`src/rtl/setl_pkg.sv`:
```
`timescale 1ns / 1ps
// ----------------------------------------------------------------------------
// Sorted entry table lookup package
// Shared types, status codes and constants for the sorted entry table.
// ----------------------------------------------------------------------------
package setl_pkg;

  localparam int unsigned MaxRowsDefault = 1024;

  typedef enum logic [2:0] {
    ST_OK        = 3'd0,
    ST_NOT_FOUND = 3'd1,
    ST_MALFORMED = 3'd2,
    ST_ORDER     = 3'd3,
    ST_FULL      = 3'd4,
    ST_ERROR     = 3'd5
  } status_t;

  typedef enum logic [1:0] {
    MODE_LOAD   = 2'd0,
    MODE_LOOKUP = 2'd1,
    MODE_CLEAR  = 2'd2,
    MODE_NONE   = 2'd3
  } mode_t;

  localparam logic [1:0] REG_DATA_START    = 2'd0;
  localparam logic [1:0] REG_SOURCE_LENGTH = 2'd1;
  localparam logic [1:0] REG_WIDE_IDS      = 2'd2;

  typedef struct packed {
    logic [1:0]  mode;
    logic [63:0] entry_id;
    logic [31:0] language;
    logic [31:0] block_size;
    logic [31:0] start_block;
    logic [31:0] entry_length;
  } in_item_t;

  typedef struct packed {
    logic [2:0]  status;
    logic [63:0] found_offset;
    logic [31:0] found_length;
    logic [9:0]  row_index;
  } out_item_t;

  // Commands from the controller to the datapath.
  typedef struct packed {
    logic capture;   // register the input transaction
    logic mul_lo;    // first partial product stage
    logic mul_hi;    // combine partial products
    logic check;     // evaluate load checks
    logic store;     // append the row
    logic clear;     // reset count and error
    logic set_error; // set the sticky error
    logic search_init;
    logic probe;     // issue a memory read at mid
    logic compare;   // compare read data and narrow the range
    logic out_load;  // load the output register
    logic [2:0] out_status;
    logic out_data;  // use the row data, else zero
  } cmd_t;

  // Status from the datapath to the controller.
  typedef struct packed {
    logic [1:0] mode;
    logic table_error;
    logic full;
    logic malformed;
    logic order_bad;
    logic narrow_miss;
    logic range_empty;
    logic hit;
  } stat_t;

endpackage

```
`src/rtl/setl_ctrl.sv`:
```
`timescale 1ns / 1ps
// ----------------------------------------------------------------------------
// Sorted entry table controller
// Sequences loads, lookups and clears and holds the output handshake.
// ----------------------------------------------------------------------------
module setl_ctrl (
  input  logic            clk,
  input  logic            rst,
  input  logic            in_valid,
  output logic            in_stall,
  output logic            out_valid,
  input  logic            out_stall,
  input  setl_pkg::stat_t stat,
  output setl_pkg::cmd_t  cmd
);

  typedef enum logic [3:0] {
    S_IDLE, S_DECODE, S_MUL, S_CHECK, S_DECIDE, S_PROBE, S_COMPARE
  } state_t;

  state_t state, state_next;
  logic   out_valid_next;
  logic   done;

  // Free to accept only when idle; a held result is waited for at decode.
  assign in_stall = (state != S_IDLE);

  always_comb begin
    state_next = state;
    cmd        = '0;
    done       = 1'b0;
    case (state)
      S_IDLE: begin
        if (in_valid) begin
          cmd.capture = 1'b1;
          state_next  = S_DECODE;
        end
      end
      S_DECODE: begin
        if (!(out_valid && out_stall)) begin
          case (stat.mode)
            setl_pkg::MODE_LOAD: begin
              if (stat.table_error) begin
                cmd.out_load = 1'b1; cmd.out_status = setl_pkg::ST_ERROR; done = 1'b1;
              end else if (stat.full) begin
                cmd.out_load = 1'b1; cmd.out_status = setl_pkg::ST_FULL;
                cmd.set_error = 1'b1; done = 1'b1;
              end else begin
                cmd.mul_lo = 1'b1;
                state_next = S_MUL;
              end
            end
            setl_pkg::MODE_LOOKUP: begin
              if (stat.table_error) begin
                cmd.out_load = 1'b1; cmd.out_status = setl_pkg::ST_ERROR; done = 1'b1;
              end else if (stat.narrow_miss) begin
                cmd.out_load = 1'b1; cmd.out_status = setl_pkg::ST_NOT_FOUND; done = 1'b1;
              end else begin
                cmd.search_init = 1'b1;
                state_next = S_PROBE;
              end
            end
            setl_pkg::MODE_CLEAR: begin
              cmd.clear = 1'b1; cmd.out_load = 1'b1;
              cmd.out_status = setl_pkg::ST_OK; done = 1'b1;
            end
            default: begin
              cmd.out_load = 1'b1; cmd.out_status = setl_pkg::ST_OK; done = 1'b1;
            end
          endcase
        end
      end
      S_MUL: begin
        cmd.mul_hi = 1'b1;
        state_next = S_CHECK;
      end
      S_CHECK: begin
        cmd.check  = 1'b1;
        state_next = S_DECIDE;
      end
      S_DECIDE: begin
        cmd.out_load = 1'b1;
        done = 1'b1;
        if (stat.malformed) begin
          cmd.out_status = setl_pkg::ST_MALFORMED; cmd.set_error = 1'b1;
        end else if (stat.order_bad) begin
          cmd.out_status = setl_pkg::ST_ORDER; cmd.set_error = 1'b1;
        end else begin
          cmd.out_status = setl_pkg::ST_OK; cmd.out_data = 1'b1; cmd.store = 1'b1;
        end
      end
      S_PROBE: begin
        // The midpoint row is read at the end of this cycle.
        if (stat.range_empty) begin
          cmd.out_load = 1'b1; cmd.out_status = setl_pkg::ST_NOT_FOUND; done = 1'b1;
        end else begin
          cmd.probe  = 1'b1;
          state_next = S_COMPARE;
        end
      end
      S_COMPARE: begin
        cmd.compare = 1'b1;
        if (stat.hit) begin
          cmd.out_load = 1'b1; cmd.out_status = setl_pkg::ST_OK;
          cmd.out_data = 1'b1; done = 1'b1;
        end else begin
          state_next = S_PROBE;
        end
      end
      default: state_next = S_IDLE;
    endcase
    if (done) state_next = S_IDLE;
    out_valid_next = done ? 1'b1 : (out_valid && out_stall);
  end

  // State and output valid.
  always_ff @(posedge clk) begin
    if (rst) begin
      state     <= S_IDLE;
      out_valid <= 1'b0;
    end else begin
      state     <= state_next;
      out_valid <= out_valid_next;
    end
  end

endmodule

```
`config.mk`:
```
export PLATFORM = sky130hd
export DESIGN_NAME = setl_ctrl
export DESIGN_NICKNAME = d
export VERILOG_FILES = /design/src/rtl/setl_pkg.sv /design/src/rtl/setl_ctrl.sv
export SDC_FILE = /design/constraint.sdc
export NUM_CORES = 1
export LEC_CHECK = 0
export BUFFER_PORTS_ARGS = -buffer_cell sky130_fd_sc_hd__clkbuf_2
export CAP_MARGIN = 20
export CORE_AREA = 3 3 40 42
export CTS_CLUSTER_DIAMETER = 200
export CTS_CLUSTER_SIZE = 40
export DETAILED_ROUTE_END_ITERATION = 7
export DIE_AREA = 0 0 43 45
export GPL_TIMING_DRIVEN = 0
export PLACE_DENSITY = 0.76
export SLEW_MARGIN = 30
export SYNTH_ARGS = -nofsm -noshare
export SYNTH_HDL_FRONTEND = slang
export SYNTH_SLANG_ARGS = --single-unit
export TNS_END_PERCENT = 100
```
`constraint.sdc`:
```
create_clock -name clk -period 3.4 [get_ports clk]
set_input_delay 0.34 -clock clk [delete_from_list [all_inputs] [get_ports clk]]
set_output_delay 0.34 -clock clk [all_outputs]
set_load 0.01 [all_outputs]
```
==> run_results.csv, run 1 <==
group,metric,value,unit
status,status,"finished clean",
worst_setup_path,ff2ff_path_depth,4,
cts,clock_path_buffers,2,
route,drcViolationCount,0,
worst_setup_path,rr_startpoint,"state[0]",
floorplan,die_area,1935,um2
cts,cts.repair.resized,0,
route,routed_wl,1328,um
cts,clkLatencyLatePin,0.24,ns
cts,post-cts-setup-buffers,0,
place,hpwlAfterDp,1070,um
sta,rsz0062_at_grt,"false",
worst_setup_path,worst_ep_arrival_time,1.67,ns
floorplan,die_h,45,um
cts,cts_num_sinks,4,
worst_setup_path,critical_path_required,3.06,ns
worst_setup_path,crit_chain,"a21bo_2 -> or3_1 -> o32ai_1 -> clkbuf_2",
place,port-buffer-count,29,
floorplan,initial_core_util,36.61,%
flow_run,drv_cap,0,
synth,seq_area_frac_synth,17.02,%
route,avgViaCountPerCell,5.379,
worst_setup_path,reg2reg_to,"state[2]",
place,place_congestion,0.8340,
sta,fmax,496.7,MHz
sta,worst_pin_slew,0.4934,ns
cts,root_buffer,"clkbuf_4",
synth,syn_avg_cell_area,6.818,um2
route,firstDrtPassIters,4,
route,drtIter0Drc,22,
pwr,peakVddDrop,0.0001748,V
floorplan,num_io_pins,30,
worst_setup_path,cp_slowest_cell,"or3_1",
finish,drive_gt1_share,40.59,%
hold_path,hold_depth,2,
worst_setup_path,rrSetupSlack,1.91,ns
synth,synth-seq-cells,4,
pwr,p_total,0.2107,mW
synth,synthDistinctLibCells,32,
global_routing,antenna_found_initial,0,
pwr,p_leak,0.3492,nW
global_routing,grt_max_degree,11,
global_routing,grt_pass1_wl,1973,um
route,ant_nets,0,
sta,fin_setup_tns,0,ns
cts,cts_tree,"built",
sta,setup_viol,0,
sta,slew_violations,0,
sta,finalClockSkew,0.006301,ns
pwr,p_per_area,320.7,nW/um2
sta,fin_crit,2.013,ns
cts,cts_made_buffers,3,
synth,yosysWarnings,0,
sta,period_share,59.22,%
synth,mappedNetlistArea,470.5,um2
cts,htree_levels,1,
sta,hold_viol_final,0,
finish,nets,116,
worst_setup_path,end_kind,"primary output",
floorplan,fp.dieW,43,um
synth,syn_inst,69,
worst_setup_path,path_class,"flip-flop to primary output",
cts,clkTransAtPathRegs,0.04,ns
hold_path,hold_class,"input port to flip-flop",
route,avgRoutedWirePerCell,11.45,um
finish,syn_to_final_growth,39.63,%
worst_setup_path,slowest_delay,0.38,ns
cts,ctsHoldBuffers,0,
floorplan,rows,13,
route,vias,624,
finish,diodes,0,
hold_path,hold_path.startpoint,"rst",
global_routing,first_global_vias,507,
floorplan,coreArea,1285,um2
global_routing,grt-ovfl-total,0,
sta,slew_headroom,66.85,%
hold_path,min_to,"out_valid",
synth,synth_nets,82,
worst_setup_path,critPathMaxFanout,5,
global_routing,grt_usage,13.05,%
worst_setup_path,start_kind,"flip-flop",
==> layout by cell type (no fill, tap or decap), types with 2 or more instances in the layout <==
cell | Yosys | layout
a21oi_1 | 6 | 6
buf_2 | 2 | 2
clkbuf_2 | 0 | 29
clkbuf_4 | 0 | 3
dfxtp_1 | 4 | 4
inv_1 | 4 | 4
nand2_1 | 7 | 7
nand3_1 | 2 | 2
nor2_1 | 10 | 10
nor2b_1 | 3 | 3
nor3_1 | 7 | 7
o22ai_1 | 2 | 2
==> kinds of logic (layout without fill, tap and decap cells) <==
kind of cell	after synthesis	in the layout	synth area share, %
flops	4	4	17.02
simple gates	36	36	39.37
buf+inv	8	40	9.308
compound gates	21	21	34.31
==> synthesized netlist by cell type <==
library cell	number	share of area (%)
a21bo_2	1	2.1
a21o_1	1	1.6
a21oi_1	6	6.4
a221o_1	1	2.1
a222oi_1	1	2.1
a22o_1	1	1.9
a22oi_1	1	1.6
a311oi_2	1	3.2
a41o_1	1	2.1
and3_1	1	1.3
and3_2	1	1.6
and4bb_2	1	2.7
buf_2	2	2.1
buf_4	1	1.6
buf_6	1	2.4
dfxtp_1	4	17
inv_1	4	3.2
nand2_1	7	5.6
nand2b_1	1	1.3
nand3_1	2	2.1
nor2_1	10	8.0
nor2b_1	3	4.0
nor3_1	7	7.4
o211a_1	1	2.1
o21a_1	1	1.6
o21ai_1	1	1.1
o22ai_1	2	2.7
o311ai_0	1	1.9
o32ai_1	1	1.9
or2b_2	1	1.9
or3_1	1	1.3
or4b_1	1	2.1
==> sequential cells by signal, indices dropped and copies added, names as in the netlist <==
signal / cells
state: 3
out_valid: 1
==> worst max path at each step <==
stage,from,end,slack (ns),depth (start not counted)
after CTS,state[0],cmd[1],1.38,4
after global placement,out_stall,cmd[1],1.58,5
after floorplan,out_valid,cmd[1],1.72,3
final,state[0],cmd[1],1.39,4
after detailed placement,out_stall,cmd[1],1.56,5
after global routing,state[0],cmd[1],1.34,4
==> layout make-up <==
type                    count  area [um2]
fillers                   122       628.1
multi-input cells          57       346.6
repair buffers             29       145.1
flip-flops and latches      4       80.08
plain buffers               4       28.78
clock buffers               3       22.52
well taps                  15       18.77
inverters                   4       15.01
==> critical path, delay by kind of cell (launching register included) <==
kind / cells / cell delay (ns)
AOI/OAI and AO/OA: 2 / 0.55
and+or+nand+nor: 1 / 0.38
DFF: 1 / 0.33
buffers and inverters: 1 / 0.17
==> power breakdown <==
part	total (mW)	switching, mW	internal, mW
sequential	0.0548	0.00288	0.0519
combinational	0.0979	0.0550	0.0428
clock	0.0581	0.0187	0.0394
total	0.211	0.0766	0.134
==> layer usage <==
metal	part of all wire (%)	track usage (%)	vias to the layer above
met5	0	0	-
met4	0	5.422	0
met3	7.5	2.390	0
met2	48	21.86	28
met1	44	16.55	274
li1	-	-	322
==> through the flow <==
step	cell area, um2	hold WS [ns]	instances	setup slack, ns	utilization [%]
3_5_place_dp	634.4	0.5283	113	1.562	49.37
4_1_cts	656.9	0.2790	116	1.380	51.12
6_report	656.9	0.2865	116	1.387	51.12
3_3_place_gp	634.4	0.5245	113	1.577	49.37
5_1_grt	656.9	0.2861	116	1.342	51.12
2_1_floorplan	470.5	0.4124	69	1.717	-
Power figures use the tool's default switching activity.
==> inputs of run 2 (changes only) <==
ABC_AREA = 1   (was default)
CORE_AREA = default   (was 3 3 40 42)
CORE_MARGIN = 3   (was default)
CORE_UTILIZATION = 37   (was default)
DIE_AREA = default   (was 0 0 43 45)
PLACE_DENSITY = 0.79   (was 0.76)
clock period = 1.8 ns   (was 3.4 ns; I/O delays follow)
==> run 2 against run 1 <==
  * Clock power up 88%
  * First-iteration DRC count down 36%
  * Register-to-register slack worse by 1.4 ns
  * Highest routed layer unchanged
  * Utilization up 8.3 points
==> run_results.csv, run 2 <==
group,metric,value,unit
status,status,"finished clean",
route,avgRoutedWirePerCell,9.213,um
synth,synth-seq-cells,4,
finish,final_cell_mix,"clkbuf_2 (28), nand2_1 (22), nor2_1 (13), inv_1 (12), nand3_1 (11)",
worst_setup_path,crit_chain,"buf_6 -> nor2_4 -> nand2_1 -> nor2_2 -> inv_1 -> o32ai_2 -> buf_2",
pwr,p_int,0.4294,mW
worst_setup_path,critPathMaxFanout,8,
floorplan,initial_core_util,42.71,%
finish,syn_to_final_growth,39.02,%
route,avgViaCountPerCell,4.757,
route,drtIter0Drc,14,
pwr,power_switching_share,49.30,%
global_routing,grt_usage,15.19,%
cts,root_buffer,"clkbuf_4",
flow_run,drv_cap,0,
synth,syn_inst,89,
pwr,pwr-share-comb,71.5,%
global_routing,first_global_vias,541,
worst_setup_path,cp_num_buf_inv,3,
route,ant_nets,0,
cts,htree_levels,1,
synth,synth_edf_count,0,
cts,clock_path_buffers,2,
sta,finalClockSkew,0.001892,ns
cts,ctsHoldBuffers,0,
finish,nFillCells,137,
synth,synthDominantCellAreaShare,16.10,%
sta,fin_crit,1.697,ns
sta,slew_violations,0,
finish,fin_area,713.2,um2
synth,mappedNetlistArea,513.0,um2
finish,nets,137,
cts,cts_tree,"built",
cts,clkLatencyLatePin,0.23,ns
sta,period_share,94.27,%
finish,layout_commonest_cell,"clkbuf_2",
place,placed_cell_area,675.6,um2
floorplan,rows,12,
sta,fmax,589.3,MHz
finish,drive_gt1_share,39.34,%
synth,synth_top_area_cell,"nand2_1",
cts,cts_made_buffers,3,
synth,syn_avg_cell_area,5.764,um2
place,hpwlAfterDp,1065,um
worst_setup_path,crit_family,"buffers and inverters",
synth,netlist_top_cells_area,"nand2_1 (16%), dfxtp_1 (16%), nand3_1 (11%)",
finish,multi_input_area,359.1,um2
cts,cts_num_sinks,4,
pwr,peakVddDrop,0.0007453,V
synth,yosysWarnings,0,
synth,synthTopCellsByCount,"nand2_1 (22), nor2_1 (13), inv_1 (12)",
cts,clkTransAtPathRegs,0.04,ns
pwr,p_sw,0.4175,mW
synth,synthMostInstantiatedCell,"nand2_1",
finish,diodes,0,
finish,largest-register,"state",
route,drcViolationCount,0,
pwr,p_seq_share,15.6,%
finish,largest_registers,"state: 3 flops, out_valid: 1 flops",
worst_setup_path,worst_ep_arrival_time,1.52,ns
sta,hold_viol_final,0,
synth,seq_area_frac_synth,15.61,%
pwr,p_per_area,1188,nW/um2
floorplan,coreArea,1201,um2
route,vias,647,
worst_setup_path,critical_path_required,1.62,ns
sta,worst_pin_slew,0.2858,ns
global_routing,antenna_found_initial,0,
route,firstDrtPassIters,4,
floorplan,fp.dieW,43.24,um
floorplan,die_area,1869,um2
global_routing,grt-ovfl-total,0,
place,place_congestion,0.7894,
worst_setup_path,slowest_delay,0.30,ns
worst_setup_path,rrSetupSlack,0.49,ns
synth,synthDistinctLibCells,21,
pwr,p_leak,0.4373,nW
worst_setup_path,cp_slowest_cell,"dfxtp_1",
hold_path,hold_class,"input port to flip-flop",
global_routing,grt_pass1_wl,2194,um
pwr,clkPwrFrac,12.9,%
sta,slew_headroom,80.82,%
sta,setup_viol,0,
finish,register_area,80.08,um2
worst_setup_path,path_class,"flip-flop to primary output",
global_routing,grt_max_degree,9,
worst_setup_path,end_kind,"primary output",
finish,largest_register_ffs,3,
route,routed_wl,1253,um
synth,yosys_most_used_dff,"dfxtp_1",
worst_setup_path,start_kind,"flip-flop",
synth,ys_async_sr_fraction,0,%
place,port-buffer-count,29,
sta,hold_ws,0.2252,ns
floorplan,die_h,43.24,um
floorplan,num_io_pins,30,
synth,synth_nets,102,
-- run 2: cell types whose count changed after synthesis, sizes merged, moves of 5 or more --
cell / change
inv: +12
nor2: +7
nand2: +15
nor3: -5
nand3: +12
-- run 2: power by group through the flow --
stage / registers, mW / logic [mW] / clock network (mW)
floorplan: 0.136 / 0.433 / 0
global placement: 0.133 / 0.574 / 0
detailed placement: 0.134 / 0.583 / 0
CTS: 0.132 / 0.585 / 0.116
global route: 0.136 / 0.683 / 0.127
finish: 0.132 / 0.605 / 0.109
-- run 2: worst min-delay path, stage by stage --
cell	delay, ns
clkbuf_2	0.08
inv_1	0.05
o21ai_1	0.07
inv_1	0.04
-- run 2: path summary, 6_finish.rpt --
path	cells past startpoint	to	startpoint
max	7	cmd[8]	state[2]
max reg2reg	9	state[0]	state[2]
min reg2reg	4	out_valid	out_valid
min	4	out_valid	rst
-- run 2: kinds of logic after synthesis --
| family | after synthesis | share of synthesized area, % |
|---|---|---|
| AND/OR/NAND/NOR | 57 | 57.56 |
| flip-flops | 4 | 15.61 |
| buffers and inverters | 18 | 15.85 |
| AO/OA/AOI/OAI | 10 | 10.98 |
-- run 2: metrics by stage --
step	utilization (%)	worst slack, ns	power, mW	cells	TNS (ns)
after floorplan	-	0.4585	0.5691	89	0
after global placement	56.25	0.3501	0.7066	132	0
after detailed placement	56.25	0.3301	0.7173	132	0
after CTS	58.13	0.07972	0.8334	135	0
after global routing	59.38	-0.008628	0.9470	136	-0.008628
final	59.38	0.1032	0.8469	136	0
-- run 2: layout make-up --
class                   count  area share [%]
multi-input cells          67           50.35
repair buffers             30           21.40
flip-flops and latches      4           11.23
inverters                  16           8.772
clock buffers               3           3.158
plain buffers               2           2.632
well taps                  14           2.456
-- run 2: layer usage --
metal  share of wire, %  vias up  routed length (um)  GRT usage, %
met5                  0        -                   0             0
met4                  0        0                   0         1.807
met3                9.7        0                 122         6.356
met2                 43       26                 544         23.01
met1                 47      268                 585         20.45
li1                   -      353                   -             -
-- run 2: timing repair --
item / 4_1_cts / 5_1_grt
gates resized for setup: 0 / 2
setup buffers: 0 / 1
setup endpoints to repair: 0 / 1
endpoints found under the hold margin: 0 / 0
